### src/rtl/mg_pkg.sv
// Shared constants and types of the maximum-gap block.
`default_nettype none
package mg_pkg;
  localparam int SAMPLE_BITS = 32;
  localparam int MAX_SAMPLES = 1024;
  localparam int IDX_W = $clog2(MAX_SAMPLES);
  localparam int CNT_W = IDX_W + 1;
  localparam int PROD_W = SAMPLE_BITS + IDX_W;
  localparam int MIN_SET = 2;

  typedef struct packed {
    logic [CNT_W-1:0]       count;
    logic [SAMPLE_BITS-1:0] min_val;
    logic [SAMPLE_BITS-1:0] max_val;
    logic                   ovf;
  } job_t;

  typedef struct packed {
    logic                   used;
    logic [SAMPLE_BITS-1:0] low;
    logic [SAMPLE_BITS-1:0] high;
  } bucket_t;
endpackage
`default_nettype wire

### src/rtl/mg_jobq.sv
// Two-entry queue of closed sets between the front and back parts.
`default_nettype none
module mg_jobq (
  input  wire logic         clk,
  input  wire logic         rst_n,
  input  wire logic         push,
  input  mg_pkg::job_t      push_job,
  input  wire logic         pop,
  output logic              avail,
  output mg_pkg::job_t      head
);
  mg_pkg::job_t ent_r [2];
  logic         wp_r, rp_r;
  logic [1:0]   fill_r;

  assign avail = fill_r != 2'd0;
  assign head  = ent_r[rp_r];

  always_ff @(posedge clk) begin
    if (push && fill_r != 2'd2) ent_r[wp_r] <= push_job;
  end

  always_ff @(posedge clk) begin
    if (!rst_n) begin
      wp_r   <= 1'b0;
      rp_r   <= 1'b0;
      fill_r <= 2'd0;
    end else begin
      if (push && fill_r != 2'd2) wp_r <= !wp_r;
      if (pop && avail) rp_r <= !rp_r;
      fill_r <= fill_r + 2'((push && fill_r != 2'd2) ? 1 : 0) - 2'((pop && avail) ? 1 : 0);
    end
  end
endmodule
`default_nettype wire

### config.mk
export PLATFORM = sky130hd
export DESIGN_NAME = mg_jobq
export DESIGN_NICKNAME = d
export VERILOG_FILES = /design/src/rtl/mg_pkg.sv /design/src/rtl/mg_jobq.sv
export SDC_FILE = /design/constraint.sdc
export NUM_CORES = 1
export LEC_CHECK = 0
export BUFFER_PORTS_ARGS = -buffer_cell sky130_fd_sc_hd__clkbuf_2
export CORE_MARGIN = 2
export CORE_UTILIZATION = 55
export CTS_CLUSTER_SIZE = 20
export DETAILED_ROUTE_END_ITERATION = 8
export GPL_TIMING_DRIVEN = 0
export MAX_ROUTING_LAYER = met4
export PLACE_DENSITY = 0.88
export REMOVE_ABC_BUFFERS = 1
export SYNTH_ARGS = -nofsm -noshare
export SYNTH_HDL_FRONTEND = slang
export SYNTH_SLANG_ARGS = --single-unit
### constraint.sdc
create_clock -name clk -period 15.1 [get_ports clk]
set_input_delay 4.53 -clock clk [delete_from_list [all_inputs] [get_ports clk]]
set_output_delay 4.53 -clock clk [all_outputs]
set_load 0.02 [all_outputs]
==> summary.md <==
| Metric | Value |
|---|---|
| Outcome | `finished clean` |
| CTS Buffer Depth | `2` |
| Core Region | `0.0104 mm2` |
| Vias | `2991` |
| Antenna diode count | `0` |
| Final Hold Vio Count | `0` |
| Vias per inst | `5.10` |
| Vias in the first global route | `3146` |
| Hold/Removal Path Class | `reg -> reg` |
| Register area | `0.00467 mm2` |
| Die Area | `0.0116 mm2` |
| CP Capture Type | `output pin` |
| Cts repair resizes | `0` |
| Synth area leader | `edfxtp_1` |
| Number of synthesized flops with an enable pin | `152` |
| Syn Inst Count | `267` |
| Post-Syn Area | `0.00590 mm2` |
| Routed wire per std cell | `16.5 um` |
| Ports | `157` |
| Setup Buffers After CTS | `0` |
| Final cell count without fillers | `586` |
| RSZ-0062 raised after global routing | `no` |
| Max-slew violation count | `0` |
| Grt ovf | `0` |
| CTS Hold Bufs | `0` |
| GPL Wtd Cong | `0.694` |
| Seq cells post-synth | `157` |
| Peak per-stage delay on the critical path | `0.67 ns` |
| Root Driver | `clkbuf_8` |
| Distinct cells, synth | `24` |
| DPL Wire Length | `6640 um` |
| Largest net degree at the start of global routing | `49` |
| Asr flop ratio synth | `0%` |
| WHS | `0.593 ns` |
| Prevailing post-synth register cell | `edfxtp_1` |
| Skew final | `0.00453 ns` |
| Top cells by area, synth | `edfxtp_1 (77%), mux2_4 (10%), mux2_2 (6.9%)` |
| CP Buf/Inv Count | `2` |
| Worst EP required | `10.57 ns` |
| Total routed wirelength | `9670 um` |
| DR pass1 iterations | `4` |
| Setup CP Type | `reg -> out` |
| Worst relative slew slack | `66.1%` |
| Row count | `37` |
| Area grow syn2layout | `26.5%` |
| Num CTS Buffers | `17` |
| Multi-input combinational cell area | `0.00117 mm2` |
| Finish-stage setup viols | `0` |
| Remaining DRCs | `0` |
| Clk_lat worst skew | `0.50 ns` |
| Final Cycle Share | `43.8%` |
| Actual slew at the worst max-slew pin | `0.509 ns` |
| First-pass GRT wire length | `15100 um` |
| Yosys top cell area share | `77.4%` |
| Worst path top cell family by delay | `flip-flops` |
| Fin Setup TNS | `0 ns` |
| Syn_area_per_cell | `22.1 um2` |
| H-tree levels | `4` |
| Crit path time final | `6.62 ns` |
| Placed cells | `556` |
| CP cell instances | `buf_16 > mux2_2 > clkbuf_2` |
| Sink Count | `157` |
| All-Layer GR Usage | `18.1%` |
| Worst-path maximum fanout | `48` |
| PortBufs | `156` |
| Initial antenna violation count | `0` |
| Die extent in x | `108 um` |
| Worst EP arrival | `2.09 ns` |
| PwrDens | `164 mW/mm2` |
| Share of layout cells above drive strength 1 | `60.2%` |
| FMAX | `151 MHz` |
| CTS tree | `done` |
| Crit path launch type | `flop` |
| ANT nets after route | `0` |
| Pleak | `2.91 nW` |
| Register area share after synthesis | `79.1%` |
| Max Cap Viol | `0` |
| Worst-path cell with the longest stage delay | `dfxtp_4` |
| Reg clk slew, reported paths | `0.06 ns` |
| Die Y | `108 um` |
| Initial Utilization | `56.9%` |
| YS warnings | `0` |
| NumNets Final | `520` |
| Filler instances | `682` |
| Drt first-iter violations | `73` |
| Worst VDD drop | `106 uV` |
## per-stage QoR
stage / power, mW / util (%) / setup slack, ns / instance area, um2
2_1_floorplan: 0.763 / - / 6.82 / 5830
3_3_place_gp: 0.852 / 65.4 / 4.98 / 6780
3_5_place_dp: 0.848 / 66.7 / 9.00 / 6920
4_1_cts: 1.23 / 72.0 / 8.44 / 7460
5_1_grt: 1.27 / 72.0 / 8.37 / 7460
6_report: 1.22 / 72.0 / 8.48 / 7460
## cells in the final DEF (no fill, tap or decap)
cell        Yosys  final
buf_16          0      3
clkbuf_8        0      1
nor2b_1         1      1
a32oi_1         1      1
clkinv_2        0      4
and2_1          3      3
bufinv_16       0      2
nand3_1         2      2
xnor2_1         1      1
inv_4           0      1
mux2i_1         1      1
mux2_4         40     40
a21boi_0        1      1
inv_1           2      1
ha_1            1      1
nand2b_1        2      2
edfxtp_1      152    152
mux2_2         36     36
a21bo_2         1      1
buf_12          0      2
nor2_4          0      1
clkbuf_16       0     16
nor2_1          3      2
or2_2           1      1
nand2_1         2      2
dfxtp_4         0      1
dfxtp_1         5      4
clkbuf_2        0    156
o21ai_0         2      2
a21o_1          1      1
clkbuf_1        0      1
clkinvlp_4      0      6
a211oi_1        1      1
## worst register-to-register path, cell delays in order, from the launching register on
cell,delay (ns)
dfxtp_1,0.43
nand2b_1,0.19
nand2_1,0.10
nor2_4,0.41
buf_16,0.24
buf_16,0.18
## state kept, by name, summed over array words and instances, names as in the netlist, named ones only
register / cells
fill_r: 2
ent_r: 152
rp_r: 1
wp_r: 1
## synth_stat cells (2+ instances only)
cell and number:
edfxtp_1 152, nand3_1 2, buf_6 4, nor2_1 3, buf_2 3, nand2b_1 2
o21ai_0 2, inv_1 2, dfxtp_1 5, mux2_2 36, mux2_4 40, nand2_1 2
and2_1 3
## power by group
part	leakage [nW]	switching (mW)	internal, mW
combinational	1.19	0.153	0.129
sequential	1.46	0.0234	0.530
clock	0.250	0.154	0.231
## cell families (layout without fill, tap and decap cells)
group	count (synthesis)	in the layout	share of synthesized area [%]
flops	157	157	79.1
mux	77	77	17.2
simple gates	14	14	1.23
buf+inv	10	193	1.27
compound gates	7	7	0.870
fa+ha+maj	1	1	0.212
xor+xnor	1	1	0.148
## path summary, 6_finish.rpt
kind	from	end	slack, ns	cells after the start
worst min-delay path	rp_r$_SDFFE_PN0P_	flop	0.59	2
worst max register to register	fill_r[0]$_SDFF_PN0_	ent_r[1][66]$_DFFE_PP_	13.25	5
worst min register to register	rp_r$_SDFFE_PN0P_	flop	0.59	2
worst max-delay path	flop	head[29]	8.48	3
## final cells by class
| cell class | count | area share [%] |
|---|---|---|
| Clock buffer | 18 | 5.60 |
| Clock inverter | 12 | 1.68 |
| Tap cell | 136 | 2.28 |
| Timing Repair Buffer | 161 | 12.1 |
| Sequential cell | 157 | 62.5 |
| Multi-Input combinational cell | 100 | 15.7 |
| Inverter | 2 | 0.134 |
## layer usage
metal | part of all wire, % | global-route usage (%) | wire [um]
met5 | 0 | - | 0
met3 | 6.1 | 5.57 | 591
met2 | 53 | 30.4 | 5100
met1 | 40 | 20.6 | 3890
met4 | 0.91 | 6.32 | 88
(Power assumes the default switching activity.)
